===== src/hw/rtl/sla_pkg.sv =====
// Shared types, codes, colors and pattern tables of the status LED animator.
// No dependencies; the top level takes it by wildcard import.
package sla_pkg;

    typedef logic [23:0] t_rgb;
    typedef logic [31:0][5:0] t_wrap_tbl;

    // Strip size default and the span of the ring patterns.
    localparam int LED_COUNT_DEF = 24;
    localparam int RING_SPAN = 24;

    // Configuration register indexes and widths.
    localparam int CFG_IDX_W = 2;
    localparam int CFG_DATA_W = 16;
    localparam logic [CFG_IDX_W-1:0] CFG_FRAME_INTERVAL = 2'd0;
    localparam logic [CFG_IDX_W-1:0] CFG_TRIGGER_LENGTH = 2'd1;
    localparam logic [CFG_IDX_W-1:0] CFG_ERROR_FLASH = 2'd2;
    localparam logic [CFG_IDX_W-1:0] CFG_RING_LAYOUT = 2'd3;

    localparam logic [9:0] FRAME_INTERVAL_RST = 10'd20;
    localparam logic [15:0] TRIGGER_LENGTH_RST = 16'd2000;
    localparam logic [15:0] ERROR_FLASH_RST = 16'd250;

    // Input function codes.
    localparam logic [2:0] FUNC_TICK = 3'd0;
    localparam logic [2:0] FUNC_SET_MODE = 3'd1;
    localparam logic [2:0] FUNC_SUCCESS = 3'd2;
    localparam logic [2:0] FUNC_ERROR = 3'd3;
    localparam logic [2:0] FUNC_INDICATE = 3'd4;

    // Display modes.
    localparam logic [2:0] MODE_CONFIG = 3'd0;
    localparam logic [2:0] MODE_INIT = 3'd1;
    localparam logic [2:0] MODE_WAIT_CARD = 3'd2;
    localparam logic [2:0] MODE_AUTH = 3'd3;
    localparam logic [2:0] MODE_NO_RES = 3'd4;
    localparam logic [2:0] MODE_FW_UPDATE = 3'd5;

    // Active trigger codes.
    localparam logic [1:0] TRIG_NONE = 2'd0;
    localparam logic [1:0] TRIG_SUCCESS = 2'd1;
    localparam logic [1:0] TRIG_ERROR = 2'd2;
    localparam logic [1:0] TRIG_INDICATE = 2'd3;

    // Error flashing runs for this many on and off phases.
    localparam logic [2:0] ERR_PHASES = 3'd6;
    // Indicate blinking steps, in milliseconds within a 400 ms period.
    localparam logic [8:0] IND_STEP_1 = 9'd100;
    localparam logic [8:0] IND_STEP_2 = 9'd200;
    localparam logic [8:0] IND_STEP_3 = 9'd300;
    localparam logic [8:0] IND_PERIOD_LAST = 9'd399;

    // Colors.
    localparam t_rgb RGB_OFF = 24'h000000;
    localparam t_rgb RGB_ORANGE = {8'd255, 8'd165, 8'd0};
    localparam t_rgb RGB_BLUE = {8'd0, 8'd0, 8'd255};
    localparam t_rgb RGB_GREEN = {8'd0, 8'd255, 8'd0};
    localparam t_rgb RGB_CYAN = {8'd100, 8'd200, 8'd255};
    localparam t_rgb RGB_RED = {8'd255, 8'd0, 8'd0};
    localparam t_rgb RGB_YELLOW = {8'd255, 8'd255, 8'd0};

    // Scale every channel by f/255, rounding down. Used only to build tables.
    function automatic t_rgb dim(input t_rgb c, input int f);
        int r;
        int g;
        int b;
        r = int'(c[23:16]) * f / 255;
        g = int'(c[15:8]) * f / 255;
        b = int'(c[7:0]) * f / 255;
        return {8'(r), 8'(g), 8'(b)};
    endfunction

    // Color of a linear breathing mode at a position within its period.
    function automatic t_rgb lin_color(input int m, input int p);
        int b;
        t_rgb c;
        b = 0;
        c = RGB_OFF;
        if (m == 0) begin
            b = (p < 20) ? 64 + 64 * p / 20 : 128 - 64 * (p - 20) / 20;
            c = RGB_ORANGE;
        end else if (m == 1) begin
            b = (p < 15) ? 32 + 96 * p / 15 : 128 - 96 * (p - 15) / 15;
            c = RGB_BLUE;
        end else if (m == 2) begin
            b = (p < 13) ? 48 + 48 * p / 13 : 96 - 48 * (p - 13) / 12;
            c = RGB_GREEN;
        end else begin
            b = (p < 5) ? 80 + 80 * p / 5 : 160 - 80 * (p - 5) / 5;
            c = RGB_CYAN;
        end
        return dim(c, b);
    endfunction

    function automatic logic [39:0][23:0] lin0_table();
        logic [39:0][23:0] t;
        for (int p = 0; p < 40; p++) begin
            t[p] = lin_color(0, p);
        end
        return t;
    endfunction

    function automatic logic [29:0][23:0] lin1_table();
        logic [29:0][23:0] t;
        for (int p = 0; p < 30; p++) begin
            t[p] = lin_color(1, p);
        end
        return t;
    endfunction

    function automatic logic [24:0][23:0] lin2_table();
        logic [24:0][23:0] t;
        for (int p = 0; p < 25; p++) begin
            t[p] = lin_color(2, p);
        end
        return t;
    endfunction

    function automatic logic [9:0][23:0] lin3_table();
        logic [9:0][23:0] t;
        for (int p = 0; p < 10; p++) begin
            t[p] = lin_color(3, p);
        end
        return t;
    endfunction

    localparam logic [39:0][23:0] LIN0_TBL = lin0_table();
    localparam logic [29:0][23:0] LIN1_TBL = lin1_table();
    localparam logic [24:0][23:0] LIN2_TBL = lin2_table();
    localparam logic [9:0][23:0] LIN3_TBL = lin3_table();

    // Ring position reduced onto a strip of n pixels, counted up without division.
    function automatic t_wrap_tbl wrap_table(input int n);
        t_wrap_tbl t;
        int c;
        c = 0;
        for (int v = 0; v < 32; v++) begin
            t[v] = 6'(c);
            c = c + 1;
            if (c == n) begin
                c = 0;
            end
        end
        return t;
    endfunction

    // Blue level of comet segment k: 255 - 42k for k up to 5, and 0 beyond.
    function automatic logic [7:0] comet_blue(input logic [2:0] k);
        logic [7:0] v;
        unique case (k)
            3'd0: v = 8'd255;
            3'd1: v = 8'd213;
            3'd2: v = 8'd171;
            3'd3: v = 8'd129;
            3'd4: v = 8'd87;
            3'd5: v = 8'd45;
            default: v = 8'd0;
        endcase
        return v;
    endfunction

endpackage


===== src/hw/rtl/sla_ram.sv =====
// Generic single-port-write, single-port-read RAM with a registered read.
// No dependencies beyond its parameters.
module sla_ram #(
    parameter int WIDTH = 24,
    parameter int DEPTH = 24
) (
    input  logic                                 i_clk,
    input  logic                                 i_we,
    input  logic [(DEPTH > 1 ? $clog2(DEPTH) : 1)-1:0] i_waddr,
    input  logic [WIDTH-1:0]                     i_wdata,
    input  logic                                 i_re,
    input  logic [(DEPTH > 1 ? $clog2(DEPTH) : 1)-1:0] i_raddr,
    output logic [WIDTH-1:0]                     o_rdata
);

    logic [WIDTH-1:0] r_mem [DEPTH];

    // Write port and registered read port; the read data holds while not read.
    always_ff @(posedge i_clk) begin
        if (i_we) begin
            r_mem[i_waddr] <= i_wdata;
        end
        if (i_re) begin
            o_rdata <= r_mem[i_raddr];
        end
    end

endmodule


===== src/hw/rtl/status_led_animator.sv =====
// Status LED animator: a tick that opens a frame emits LED_COUNT pixel transactions
// (none in firmware-update mode with no trigger) after the frame state and, as needed, the
// setup state or the flash search (one compare-and-add per cycle); pixels then go out one
// per cycle while the output does not stall, as the pixel RAM port is swept. Other items
// stay in the idle state. Reset clears all control state, counters and the per-pixel
// valid flags, so the strip reads as off at once; there is no clearing pass.
module status_led_animator #(
    parameter int LED_COUNT = sla_pkg::LED_COUNT_DEF
) (
    input  logic                           i_clk,
    input  logic                           i_rst_n,
    // Configuration write port.
    input  logic                           i_cfg_we,
    input  logic [sla_pkg::CFG_IDX_W-1:0]  i_cfg_index,
    input  logic [sla_pkg::CFG_DATA_W-1:0] i_cfg_data,
    // Input channel.
    input  logic                           i_in_valid,
    output logic                           o_in_stall,
    input  logic [2:0]                     i_func,
    input  logic [2:0]                     i_new_mode,
    // Output channel.
    output logic                           o_out_valid,
    input  logic                           i_out_stall,
    output logic [5:0]                     o_pixel_index,
    output logic [7:0]                     o_red,
    output logic [7:0]                     o_green,
    output logic [7:0]                     o_blue,
    output logic                           o_frame_end
);

    import sla_pkg::*;

    localparam int IDX_W = (LED_COUNT > 1) ? $clog2(LED_COUNT) : 1;
    localparam logic [IDX_W-1:0] LAST_PIX = IDX_W'(LED_COUNT - 1);
    localparam t_wrap_tbl WRAP_TBL = wrap_table(LED_COUNT);

    // Sequencer states.
    localparam logic [2:0] ST_IDLE = 3'd0;
    localparam logic [2:0] ST_FRAME = 3'd1;
    localparam logic [2:0] ST_ERR = 3'd2;
    localparam logic [2:0] ST_SETUP = 3'd3;
    localparam logic [2:0] ST_EMIT = 3'd4;

    // How the pixels of the current frame are formed.
    localparam logic [2:0] KIND_FILL = 3'd0;
    localparam logic [2:0] KIND_KEEP = 3'd1;
    localparam logic [2:0] KIND_DOT = 3'd2;
    localparam logic [2:0] KIND_HALF = 3'd3;
    localparam logic [2:0] KIND_COMET = 3'd4;
    localparam logic [2:0] KIND_ARC = 3'd5;

    // Configuration registers.
    logic [9:0]  r_frame_interval;
    logic [15:0] r_trigger_length;
    logic [15:0] r_error_flash;
    logic        r_ring_layout;

    // Control and timing state.
    logic [2:0]  r_state;
    logic [31:0] r_since;
    logic [31:0] r_elapsed;
    logic [8:0]  r_m400;
    logic [1:0]  r_active;
    logic [2:0]  r_saved_mode;
    logic [2:0]  r_display_mode;
    logic [31:0] r_phase;
    logic [5:0]  r_p48;
    logic [5:0]  r_p40;
    logic [4:0]  r_p30;
    logic [4:0]  r_p25;
    logic [3:0]  r_p10;

    // Error flash phase search.
    logic [18:0] r_acc;
    logic [2:0]  r_cnt;

    // Per-frame rendering parameters.
    logic [2:0]       r_kind;
    t_rgb             r_fill;
    logic [4:0]       r_dot_pos;
    t_rgb             r_dot_col;
    logic [3:0]       r_len;
    logic [IDX_W-1:0] r_pos [8];
    logic [IDX_W-1:0] r_pix;

    // Pixel valid flags and pipeline.
    logic [LED_COUNT-1:0] r_valid;
    logic             r_s1_valid;
    logic [IDX_W-1:0] r_s1_idx;
    t_rgb             r_s1_color;
    logic             r_s1_keep;
    logic             r_s1_vld;
    logic             r_s1_last;
    logic             r_out_valid;
    logic [5:0]       r_out_idx;
    t_rgb             r_out_color;
    logic             r_out_last;

    logic        accept;
    logic [31:0] n_since;
    logic        due;
    logic [15:0] flash;
    logic        ind_on;
    logic [5:0]  p24;
    logic [5:0]  p12;
    logic [5:0]  p20;
    logic [4:0]  start;
    logic        out_free;
    logic        s1_free;
    logic        issue;
    logic        issue_keep;
    t_rgb        pix_color;
    t_rgb        ram_rdata;
    t_rgb        s1_color;
    logic        hit;
    logic [2:0]  hk;

    assign accept = i_in_valid && !o_in_stall;
    assign o_in_stall = (r_state != ST_IDLE);

    // Frame timing and trigger flash decisions.
    assign n_since = r_since + 32'd1;
    assign due = (n_since >= {22'd0, r_frame_interval});
    assign flash = (r_error_flash == 16'd0) ? 16'd1 : r_error_flash;
    assign ind_on = (r_m400 < IND_STEP_1) || ((r_m400 >= IND_STEP_2) && (r_m400 < IND_STEP_3));

    // Phase residues derived from the stored counters.
    assign p24 = (r_p48 >= 6'(RING_SPAN)) ? r_p48 - 6'(RING_SPAN) : r_p48;
    assign p12 = (p24 >= 6'd12) ? p24 - 6'd12 : p24;
    assign p20 = (r_p40 >= 6'd20) ? r_p40 - 6'd20 : r_p40;
    assign start = (r_display_mode == MODE_WAIT_CARD) ? r_p48[5:1] : p24[4:0];

    // Configuration writes.
    always_ff @(posedge i_clk) begin
        if (!i_rst_n) begin
            r_frame_interval <= FRAME_INTERVAL_RST;
            r_trigger_length <= TRIGGER_LENGTH_RST;
            r_error_flash <= ERROR_FLASH_RST;
            r_ring_layout <= 1'b0;
        end else if (i_cfg_we) begin
            unique case (i_cfg_index)
                CFG_FRAME_INTERVAL: r_frame_interval <= i_cfg_data[9:0];
                CFG_TRIGGER_LENGTH: r_trigger_length <= i_cfg_data;
                CFG_ERROR_FLASH: r_error_flash <= i_cfg_data;
                CFG_RING_LAYOUT: r_ring_layout <= i_cfg_data[0];
                default: ;
            endcase
        end
    end

    // Main sequencer: item decode, trigger evaluation, frame setup and pixel sweep.
    always_ff @(posedge i_clk) begin
        if (!i_rst_n) begin
            r_state <= ST_IDLE;
            r_since <= '0;
            r_elapsed <= '0;
            r_m400 <= '0;
            r_active <= TRIG_NONE;
            r_saved_mode <= MODE_CONFIG;
            r_display_mode <= MODE_CONFIG;
            r_phase <= '0;
            r_p48 <= '0;
            r_p40 <= '0;
            r_p30 <= '0;
            r_p25 <= '0;
            r_p10 <= '0;
            r_pix <= '0;
            r_kind <= KIND_FILL;
            r_acc <= '0;
            r_cnt <= '0;
        end else begin
            unique case (r_state)
                ST_IDLE: begin
                    if (accept) begin
                        unique case (i_func)
                            FUNC_TICK: begin
                                r_since <= due ? 32'd0 : n_since;
                                r_elapsed <= r_elapsed + 32'd1;
                                if (r_elapsed == 32'hFFFF_FFFF
                                        || r_m400 == IND_PERIOD_LAST) begin
                                    r_m400 <= '0;
                                end else begin
                                    r_m400 <= r_m400 + 9'd1;
                                end
                                if (due) begin
                                    r_state <= ST_FRAME;
                                end
                            end
                            FUNC_SET_MODE: begin
                                if (r_active == TRIG_NONE && i_new_mode <= MODE_FW_UPDATE) begin
                                    r_display_mode <= i_new_mode;
                                end
                            end
                            FUNC_SUCCESS, FUNC_ERROR, FUNC_INDICATE: begin
                                r_saved_mode <= r_display_mode;
                                r_active <= 2'(i_func - 3'd1);
                                r_elapsed <= '0;
                                r_m400 <= '0;
                            end
                            default: ;
                        endcase
                    end
                end
                ST_FRAME: begin
                    if (r_active == TRIG_ERROR) begin
                        r_acc <= {3'd0, flash};
                        r_cnt <= '0;
                        r_state <= ST_ERR;
                    end else if (r_active != TRIG_NONE) begin
                        r_state <= ST_EMIT;
                        if (r_elapsed < {16'd0, r_trigger_length}) begin
                            r_kind <= KIND_FILL;
                            if (r_active == TRIG_SUCCESS) begin
                                r_fill <= RGB_GREEN;
                            end else begin
                                r_fill <= ind_on ? RGB_YELLOW : RGB_OFF;
                            end
                        end else begin
                            r_kind <= KIND_KEEP;
                            r_active <= TRIG_NONE;
                            r_display_mode <= r_saved_mode;
                        end
                    end else if (r_display_mode == MODE_FW_UPDATE) begin
                        r_state <= ST_IDLE;
                    end else begin
                        // Advance the phase and its residues; a full wrap restarts them.
                        r_phase <= r_phase + 32'd1;
                        if (r_phase == 32'hFFFF_FFFF) begin
                            r_p48 <= '0;
                            r_p40 <= '0;
                            r_p30 <= '0;
                            r_p25 <= '0;
                            r_p10 <= '0;
                        end else begin
                            r_p48 <= (r_p48 == 6'd47) ? 6'd0 : r_p48 + 6'd1;
                            r_p40 <= (r_p40 == 6'd39) ? 6'd0 : r_p40 + 6'd1;
                            r_p30 <= (r_p30 == 5'd29) ? 5'd0 : r_p30 + 5'd1;
                            r_p25 <= (r_p25 == 5'd24) ? 5'd0 : r_p25 + 5'd1;
                            r_p10 <= (r_p10 == 4'd9) ? 4'd0 : r_p10 + 4'd1;
                        end
                        r_state <= ST_SETUP;
                    end
                end
                ST_ERR: begin
                    // Count the flash lengths that have fully passed, up to six.
                    if (r_cnt != ERR_PHASES && r_elapsed >= {13'd0, r_acc}) begin
                        r_cnt <= r_cnt + 3'd1;
                        r_acc <= r_acc + {3'd0, flash};
                    end else begin
                        r_state <= ST_EMIT;
                        if (r_cnt == ERR_PHASES) begin
                            r_kind <= KIND_KEEP;
                            r_active <= TRIG_NONE;
                            r_display_mode <= r_saved_mode;
                        end else begin
                            r_kind <= KIND_FILL;
                            r_fill <= r_cnt[0] ? RGB_OFF : RGB_RED;
                        end
                    end
                end
                ST_SETUP: begin
                    r_state <= ST_EMIT;
                    r_len <= (r_display_mode == MODE_WAIT_CARD)
                        ? 4'd4 + {1'b0, p20[4:2]} : 4'd6;
                    for (int k = 0; k < 8; k++) begin
                        r_pos[k] <= WRAP_TBL[start + 5'(k)][IDX_W-1:0];
                    end
                    if (r_ring_layout) begin
                        unique case (r_display_mode)
                            MODE_CONFIG: begin
                                r_kind <= KIND_DOT;
                                r_dot_pos <= p24[4:0];
                                r_dot_col <= RGB_ORANGE;
                            end
                            MODE_INIT: r_kind <= KIND_COMET;
                            MODE_WAIT_CARD: r_kind <= KIND_ARC;
                            MODE_AUTH: begin
                                r_kind <= KIND_DOT;
                                r_dot_pos <= {p12[3:0], 1'b0};
                                r_dot_col <= RGB_CYAN;
                            end
                            MODE_NO_RES: begin
                                r_kind <= (p20 < 6'd10) ? KIND_HALF : KIND_FILL;
                                r_fill <= RGB_OFF;
                            end
                            default: begin
                                r_kind <= KIND_FILL;
                                r_fill <= RGB_OFF;
                            end
                        endcase
                    end else begin
                        r_kind <= KIND_FILL;
                        unique case (r_display_mode)
                            MODE_CONFIG: r_fill <= LIN0_TBL[r_p40];
                            MODE_INIT: r_fill <= LIN1_TBL[r_p30];
                            MODE_WAIT_CARD: r_fill <= LIN2_TBL[r_p25];
                            MODE_AUTH: r_fill <= LIN3_TBL[r_p10];
                            MODE_NO_RES: r_fill <= (p20 < 6'd10) ? RGB_ORANGE : RGB_OFF;
                            default: r_fill <= RGB_OFF;
                        endcase
                    end
                end
                ST_EMIT: begin
                    if (issue) begin
                        if (r_pix == LAST_PIX) begin
                            r_pix <= '0;
                            r_state <= ST_IDLE;
                        end else begin
                            r_pix <= r_pix + IDX_W'(1);
                        end
                    end
                end
                default: r_state <= ST_IDLE;
            endcase
        end
    end

    // Color of the pixel being issued; later segments of an arc win.
    always_comb begin
        hit = 1'b0;
        hk = '0;
        for (int k = 0; k < 8; k++) begin
            if (4'(k) < r_len && r_pos[k] == r_pix) begin
                hit = 1'b1;
                hk = 3'(k);
            end
        end
        unique case (r_kind)
            KIND_FILL: pix_color = r_fill;
            KIND_DOT: pix_color = ({1'b0, r_dot_pos} == 6'(r_pix)) ? r_dot_col : RGB_OFF;
            KIND_HALF: pix_color = (6'(r_pix) < 6'(RING_SPAN)) ? RGB_ORANGE : RGB_OFF;
            KIND_COMET: pix_color = hit ? {16'd0, comet_blue(hk)} : RGB_OFF;
            KIND_ARC: begin
                if (!hit) begin
                    pix_color = RGB_OFF;
                end else if (hk == 3'd0 || {1'b0, hk} == r_len - 4'd1) begin
                    pix_color = {8'd0, 8'd128, 8'd0};
                end else begin
                    pix_color = RGB_GREEN;
                end
            end
            default: pix_color = RGB_OFF;
        endcase
    end

    // Pipeline handshake: issue stage, RAM read stage, output register.
    assign out_free = !r_out_valid || !i_out_stall;
    assign s1_free = !r_s1_valid || out_free;
    assign issue = (r_state == ST_EMIT) && s1_free;
    assign issue_keep = (r_kind == KIND_KEEP);

    sla_ram #(
        .WIDTH(24),
        .DEPTH(LED_COUNT)
    ) u_pixels (
        .i_clk  (i_clk),
        .i_we   (issue && !issue_keep),
        .i_waddr(r_pix),
        .i_wdata(pix_color),
        .i_re   (issue && issue_keep),
        .i_raddr(r_pix),
        .o_rdata(ram_rdata)
    );

    // Valid flags mark pixels that have been written since reset.
    always_ff @(posedge i_clk) begin
        if (!i_rst_n) begin
            r_valid <= '0;
        end else if (issue && !issue_keep) begin
            r_valid[r_pix] <= 1'b1;
        end
    end

    // Stage one holds the issued pixel until the output register takes it.
    always_ff @(posedge i_clk) begin
        if (!i_rst_n) begin
            r_s1_valid <= 1'b0;
        end else if (issue) begin
            r_s1_valid <= 1'b1;
        end else if (out_free) begin
            r_s1_valid <= 1'b0;
        end
    end

    always_ff @(posedge i_clk) begin
        if (issue) begin
            r_s1_idx <= r_pix;
            r_s1_color <= pix_color;
            r_s1_keep <= issue_keep;
            r_s1_vld <= r_valid[r_pix];
            r_s1_last <= (r_pix == LAST_PIX);
        end
    end

    assign s1_color = r_s1_keep ? (r_s1_vld ? ram_rdata : RGB_OFF) : r_s1_color;

    // Output register of the result channel.
    always_ff @(posedge i_clk) begin
        if (!i_rst_n) begin
            r_out_valid <= 1'b0;
        end else if (out_free) begin
            r_out_valid <= r_s1_valid;
        end
    end

    always_ff @(posedge i_clk) begin
        if (out_free) begin
            r_out_idx <= 6'(r_s1_idx);
            r_out_color <= s1_color;
            r_out_last <= r_s1_last;
        end
    end

    assign o_out_valid = r_out_valid;
    assign o_pixel_index = r_out_idx;
    assign o_red = r_out_color[23:16];
    assign o_green = r_out_color[15:8];
    assign o_blue = r_out_color[7:0];
    assign o_frame_end = r_out_last;

endmodule

===== config.mk =====
export PLATFORM = sky130hd
export DESIGN_NAME = status_led_animator
export DESIGN_NICKNAME = d
export VERILOG_FILES = /design/src/hw/rtl/sla_pkg.sv /design/src/hw/rtl/sla_ram.sv /design/src/hw/rtl/status_led_animator.sv
export SDC_FILE = /design/constraint.sdc
export NUM_CORES = 2
export LEC_CHECK = 0
export ABC_AREA = 1
export BUFFER_PORTS_ARGS = -buffer_cell sky130_fd_sc_hd__buf_2
export CORE_ASPECT_RATIO = 0.6
export CORE_MARGIN = 3
export CORE_UTILIZATION = 45
export DETAILED_ROUTE_END_ITERATION = 16
export HOLD_SLACK_MARGIN = 0.03
export RECOVER_POWER = 25
export SLEW_MARGIN = 25
export SYNTH_ARGS = -nofsm -noshare
export SYNTH_HDL_FRONTEND = slang
export SYNTH_SLANG_ARGS = --single-unit

===== constraint.sdc =====
create_clock -name i_clk -period 4.9 [get_ports i_clk]
set_input_delay 0 -clock i_clk [delete_from_list [all_inputs] [get_ports i_clk]]
set_output_delay 0 -clock i_clk [all_outputs]
set_load 0.05 [all_outputs]

==> Yosys cells after proc, flatten, opt, wreduce, memory -nomap -nowiden <==
Memories as Yosys holds them, arrays and structs flattened. A register that Yosys moved wholly into a read port is not among the register bits.
Cells that the tools add are included.
{ "totals": {"reg_bits": 360, "mem_bits_rw": 616, "romBits": 4992, "input_bits": 29, "output_inout_bits": 33, "word_cells": 374, "mem_count": 14} }
{ "op_classes": {"add_sub_neg": 25, "n_lt_le_gt_ge": 34, "n_eq_ne": 67, "mux": 132, "n_bitwise": 4, "n_reduce_logical": 62} }
{ "memory_table": {"columns": ["name", "depth", "word_bits", "rd", "rd_ports_with_merged_regs", "write_ports", "line_no", "text"], "rows": [
  ["(name not given)", 64, 24, 1, 1, 0, "status_led_animator.sv:294", "MODE_CONFIG: r_fill <= LIN0_TBL[r_p40];"],
  ["(name not given)", 32, 24, 1, 1, 0, "status_led_animator.sv:296", "MODE_WAIT_CARD: r_fill <= LIN2_TBL[r_p25];"],
  ["(name not given)", 32, 24, 1, 1, 0, "status_led_animator.sv:295", "MODE_INIT: r_fill <= LIN1_TBL[r_p30];"],
  ["u_pixels.r_mem", 24, 24, 1, 1, 1, "sla_ram.sv:16", "logic [WIDTH-1:0] r_mem [DEPTH];"],
  ["(name not given)", 16, 24, 1, 1, 0, "status_led_animator.sv:297", "MODE_AUTH: r_fill <= LIN3_TBL[r_p10];"],
  ["(name not given)", 32, 6, 1, 0, 0, "status_led_animator.sv:266", "r_pos[k] <= WRAP_TBL[start + 5'(k)][IDX_W-1:0];"],
  ["8 more memories", null, null, null, null, null, null, null]
]} }
{ "op_table": {"columns": ["operator", "count"], "rows": [
  ["$mux W24", 19],
  ["$pmux W24 S5", 2],
  ["$add A32 B1 Y32 const B", 3],
  ["$mux W5", 18],
  ["$mux W3", 28],
  ["$pmux W24 S3", 1],
  ["$lt A5 B6 Y1 const B", 11],
  ["$eq A32 B32 Y1 const B", 2],
  ["$pmux W32 S2", 1],
  ["$mux W6", 8],
  ["$pmux W24 S2", 1],
  ["$pmux W8 S6", 1],
  ["$eq A5 B5 Y1", 9],
  ["$mux W19", 2],
  ["$pmux W19 S2", 1],
  ["$ge A32 B10 Y1", 1],
  ["$ge A32 B19 Y1", 1],
  ["$lt A32 B16 Y1", 1],
  ["$mux W16", 2],
  ["$mux W32", 1],
  ["$eq A3 B2 Y1 const B", 10],
  ["$ne A2 B2 Y1 const B", 14],
  ["$eq A3 B3 Y1 const B", 9],
  ["$or A24 B24 Y24", 1],
  ["70 further kinds", 177]
]} }

==> Logic depth before layout (Yosys ltp) <==
An unclocked memory read counts as a cell.
{ "logic_depth": {"depth_word": 15, "depth_mapped": 19, "ltp_nobuf": 19} }

==> Cells and area by module <==
From an unflattened synthesis, not the netlist that was laid out.
{ "unflattened": {"cells_unflattened": 5384, "area_unflattened_um2": 48471.5} }
{ "by_module_without_submodules": {"columns": ["module", "instances", "cells_each", "area_each_um2", "seq_area_each_um2"], "rows": [
  ["sla_ram", 1, 2203, 25041.5, 18017.3],
  ["status_led_animator", 1, 3181, 23430.0, 9419.0]
]} }

==> Worst setup path after synthesis <==
OpenSTA, ideal clock, no wires.
{ "synth_timing": {"path_type": "reg2reg", "start": "reg r_out_valid, in the netlist o_out_valid", "end": "reg u_pixels.o_rdata[0] (read register of u_pixels.r_mem), enable pin", "setup_ns": 0.435, "t_arrival_ns": 4.954, "t_required_ns": 4.465, "path_slack_ns": -0.489, "stages_incl_launch_ff": 6, "path_buffers": 0, "period_less_slack_ns": 5.389, "cell_sequence": "dfxtp_1 > nand2_1 > nor2_1 > nor2_1 > inv_1 > nor3_1"} }
{ "synth_between": {"elab_chain_len": 5} }
{ "synth_lines": {"columns": ["item", "line_no", "text"], "rows": [
  ["start: declaration", "status_led_animator.sv:94", "logic r_out_valid;"],
  ["start signal: assignment", "status_led_animator.sv:402", "r_out_valid <= r_s1_valid;"],
  ["$logic_not A1 Y1", "status_led_animator.sv:347", "assign out_free = !r_out_valid || !i_out_stall;"],
  ["$logic_or A1 B1 Y1", "status_led_animator.sv:347", null],
  ["via out_free", "status_led_animator.sv:108", "logic out_free;"],
  ["$logic_or A1 B1 Y1", "status_led_animator.sv:348", "assign s1_free = !r_s1_valid || out_free;"],
  ["$logic_and A1 B1 Y1", "status_led_animator.sv:349", "assign issue = (r_state == ST_EMIT) && s1_free;"],
  ["via issue", "status_led_animator.sv:110", "logic issue;"],
  ["$logic_and A1 B1 Y1", "status_led_animator.sv:360", ".i_re (issue && issue_keep),"],
  ["via u_pixels.i_re", "sla_ram.sv:11", "input logic i_re,"],
  ["end: declaration", "sla_ram.sv:13", "output logic [WIDTH-1:0] o_rdata"]
]} }
The timed path passes the listed nets, and every way through them passes these cells.
A chain may end at the register's enable or synchronous reset.

==> Worst setup path in the final report <==
{ "layout_timing": {"start": "reg r_pix[2]", "end": "mem u_pixels.r_mem[19][9] (data pin)"} }
{ "layout_between": {"elab_chain_len": 14, "word_cells_on_any_way": 39, "classes_between": "10 x eq/ne; 19 x mux; 10 x reduce/logical"} }
{ "layout_lines": {"columns": ["item", "line_no", "text"], "rows": [
  ["start: declaration", "status_led_animator.sv:84", "logic [IDX_W-1:0] r_pix;"],
  ["start signal: assignment", "status_led_animator.sv:309", "r_pix <= r_pix + IDX_W'(1);"],
  ["$eq A5 B5 Y1", "status_led_animator.sv:323", "if (4'(k) < r_len && r_pos[k] == r_pix) begin"],
  ["$logic_and A1 B1 Y1", "status_led_animator.sv:323", null],
  ["$mux W1", "status_led_animator.sv:323", null],
  ["$mux W3 (6 in a row)", "status_led_animator.sv:323", null],
  ["$eq A3 B4 Y1 / $logic_not A3 Y1 (equally long branches)", "status_led_animator.sv:336", "end else if (hk == 3'd0 || {1'b0, hk} == r_len - 4'd1) begin"],
  ["$logic_or A1 B1 Y1", "status_led_animator.sv:336", null],
  ["$mux W15", "status_led_animator.sv:336", null],
  ["$mux W16", "status_led_animator.sv:334", "if (!hit) begin"],
  ["$pmux W24 S5 *", "status_led_animator.sv:328", "unique case (r_kind)"],
  ["via pix_color[9]", "status_led_animator.sv:112", "t_rgb pix_color;"],
  ["end: declaration", "sla_ram.sv:16", null]
]} }
Mark *: on every way through the listed nets, which the timed path passes. The rest lies on a longest branch.

==> results.yml <==
critical_path:
  rr_startpoint: "r_pix[2]$_SDFFE_PN0P_"
  crit_path_cell_trace: "inv_2, nand2_1, nand2_1, nand2_1, nor2_1, nand2_1, nand2_1, nor2_1, nand4_1, nand4_1, nor2_1, nand2_2, nand2_1"
  timing.rr.end: "u_pixels.r_mem[19][9]$_DFFE_PP_"
  worst_setup_path_end_kind: "flop"
  timing.reg2reg.setup_slack_ps: 760
  worstPathRequired_ps: 5090
  peak_per_stage_delay_on_the_critical_path_ps: 1010
  critical_path.slowest_cell: "sky130_fd_sc_hd__dfxtp_1"
  critPathLaunchType: "flop"
  crit_arrival_ps: 4330
  critPathMaxFanout: 25
  worst_setup_path_startpoint: "r_pix[2]$_SDFFE_PN0P_"
  most_used_cell_along_the_critical_path: "sky130_fd_sc_hd__nand2_1"
  critPathCapture: "u_pixels.r_mem[19][9]$_DFFE_PP_"
  worstRegToRegCells: 13
  crit_type: "flop to flop"
sta:
  min_period_over_period: 0.845
  hold_ws_ps: 113
  grt_setup_unrepaired: "no"
  setup_viol_count_final: 0
  final.setup_skew_ps: 26.2
  number_of_hold_violations_in_the_final_report: 0
  finalWorstSetupSlack_ps: 760
  fin_crit_period_ps: 4140
  max-slew-margin-rel: -0.784
  max_clock_freq_mhz: 242
  worst-slew-pin-transition_ps: 2680
  timing.setup.tns_ps: 0
  maxSlewViolCount: 86
yosys:
  ys_seq_elements: 1007
  synth.cell_area_um2: 46100
  synth_edf_count: 727
  ys.flop_type: "sky130_fd_sc_hd__edfxtp_1"
  sequential_to_total_area_share_from_yosys_stat: 0.595
  yosys_warns: 0
  mappedNetlistNets: 4956
  post_synth_num_cell_types: 65
  postSynthAreaPerCell_um2: 9.61
  synth-async-reset-ratio: 0
  syn-instance-count: 4795
drt:
  via_count: 35078
  finalWirelength_mm: 133
  route.antenna.remaining_nets: 0
  wire_per_inst_um: 21.2
  detail_route.iter0.violations: 4709
  vias_per_cell: 5.58
  drt_drc_violations_left: 0
  drt_first_pass_iters: 5
clock_tree:
  tritoncts_buffer_count: 96
  clock_sinks: 1007
  cts_root_buffer: "sky130_fd_sc_hd__clkbuf_16"
  clock_tree_from_tritoncts: "done"
  clockBufferDepth: 3
  worstSkewPairLatency_ps: 700
  clock_transition_at_the_registers_of_the_reported_paths_ps: 70
  cts-resized-gates: 0
  cts.htree.levels: 3
placement:
  gp_routability_congestion: 0.935
  place.detailed.instances: 6057
  place_hpwl_mm: 85.1
  io_buffer_count: 60
  placedInstanceArea_um2: 48000
  dpl_worst_slack_ps: 1390
cells_and_area:
  area.growth.synth_to_final_pct: 11.9
  final_common_cell: "sky130_fd_sc_hd__nand2_1"
  fin_cells: 6281
  most-common-layout-cells: "sky130_fd_sc_hd__nand2_1, sky130_fd_sc_hd__edfxtp_1, sky130_fd_sc_hd__nor2_1"
  postLayoutCellArea_um2: 51600
  finalNetCount: 5024
  drive_gt1_frac: 0.0704
pwr:
  leakage_nw: 19.1
  pwr_density_cell_nw_per_um2: 332
  irDropWorstVdd_v: 0.000239
floorplan:
  fp.dieW_um: 419
  die-area_um2: 106000
  pin_count: 62
  y_dimension_of_the_die_um: 254
  std_cell_rows: 90
  initial_core_util: 0.456
  placeableCoreArea_um2: 101000
outcome:
  run_status: "finished with violations"
  violated_checks: "capacitance limit, slew limit"
job:
  max_cap_viol_count: 3
global_route:
  number_of_global_route_vias_before_repair: 31972
  grt_pass1_wl_mm: 202
  grt_max_degree: 111
  track_usage: 0.249
  global_route.overflow_total: 0
  number_of_antenna_violations_at_the_first_check_in_global_routing: 2
min_path:
  min_path_type: "primary input to flop"
-- per-stage QoR --
stage | utilization | power (W)
2_1_floorplan | - | 0.00940
3_3_place_gp | 0.475 | 0.00948
3_5_place_dp | 0.476 | 0.00949
4_1_cts | 0.512 | 0.0172
5_1_grt | 0.510 | 0.0176
6_report | 0.510 | 0.0171
-- sequential cells by signal (all words and copies together) (netlist names), 6 cells and up, named ones only --
| register | count |
|---|---|
| r_p48 | 6 |
| r_since | 32 |
| r_pos | 30 |
| r_s1_color | 24 |
| r_elapsed | 32 |
| r_p40 | 6 |
| r_error_flash | 16 |
| r_out_color | 24 |
| r_m400 | 9 |
| r_trigger_length | 16 |
| r_valid | 24 |
| r_frame_interval | 10 |
| r_acc | 19 |
| r_fill | 24 |
| u_pixels.o_rdata | 24 |
| r_phase | 32 |
| u_pixels.r_mem | 576 |
-- layout make-up --
class,instances,area [um2]
inverters,427,1620
diodes,1,2.50
well taps,1334,1670
repair buffers,182,1300
flip-flops and latches,1007,27400
multi-input cells,3149,16300
clock inverters,66,704
clock buffers,115,2560
fillers,9138,49500
-- power breakdown --
group	internal, W	switching, W	total [W]	leakage (nW)
registers	0.00904	0.0000172	0.00905	8.80
logic	0.0000899	0.000187	0.000277	8.72
clock network	0.00435	0.00342	0.00777	1.58
total	0.0135	0.00363	0.0171	19.1
-- worst min path at each step --
| stage | cells after the start | slack (ps) | start | end |
|---|---|---|---|---|
| after floorplan | 2 | 110 | i_cfg_data[5] | r_error_flash[5]$_SDFFE_PN1P_ |
| after global placement | 3 | 250 | i_cfg_data[10] | r_trigger_length[10]$_SDFFE_PN1P_ |
| after detailed placement | 3 | 260 | i_cfg_data[10] | r_trigger_length[10]$_SDFFE_PN1P_ |
| after CTS | 4 | 50 | i_cfg_data[5] | r_error_flash[5]$_SDFFE_PN1P_ |
| after global routing | 4 | 80 | i_cfg_data[5] | r_error_flash[5]$_SDFFE_PN1P_ |
| final | 4 | 110 | i_cfg_data[6] | r_error_flash[6]$_SDFFE_PN1P_ |
-- worst max-delay path, delay by kind of cell, from the launching register on --
family	cells	cell delay [ps]
buffers and inverters	1	470
DFF	1	1010
and+or+nand+nor	12	2140
-- cell usage after synthesis (14+ instances only) --
library cell	number	area (um2)
sky130_fd_sc_hd__nor2_2	14	87.6
sky130_fd_sc_hd__o211ai_1	32	240
sky130_fd_sc_hd__o21ai_0	496	2480
sky130_fd_sc_hd__nand4_1	66	413
sky130_fd_sc_hd__nand3_1	228	1140
sky130_fd_sc_hd__inv_1	404	1520
sky130_fd_sc_hd__o22ai_1	117	732
sky130_fd_sc_hd__nand2_2	16	100
sky130_fd_sc_hd__inv_2	18	67.6
sky130_fd_sc_hd__clkbuf_1	163	612
sky130_fd_sc_hd__o21a_1	17	128
sky130_fd_sc_hd__o221ai_1	34	298
sky130_fd_sc_hd__nor3_1	75	375
sky130_fd_sc_hd__nand2_1	809	3040
sky130_fd_sc_hd__a21oi_1	191	956
sky130_fd_sc_hd__buf_2	19	95.1
sky130_fd_sc_hd__edfxtp_1	727	21800
sky130_fd_sc_hd__xnor2_1	28	245
sky130_fd_sc_hd__ha_1	131	1640
sky130_fd_sc_hd__a22o_1	19	166
sky130_fd_sc_hd__nor2_1	692	2600
sky130_fd_sc_hd__dfxtp_1	280	5610
sky130_fd_sc_hd__xor2_1	51	447
-- cells by family (layout without fill, tap and decap cells) --
logic type,after synthesis,after routing,share of synthesized area
compound gates,963,963,0.118
xor+xnor,79,79,0.0150
fa+ha+maj,132,132,0.0360
buf+inv,639,790,0.0547
flops,1007,1007,0.595
other cells,1,2,0.0000814
simple gates,1974,1974,0.181
-- metal layers --
metal  vias up  share of wire  GRT usage
met1     16761           0.50      0.406
met5         -              0          0
met2      1488           0.38      0.325
li1      16670              -          -
met3       159           0.10     0.0648
met4         0          0.018     0.0499
-- timing repair --
item / 4_1_cts / 5_1_grt
hold buffers: 42 / 0
buffers inserted: 0 / 0
endpoints found under the hold margin: 147 / 0
No activity file was read; power rests on OpenSTA's default activity.
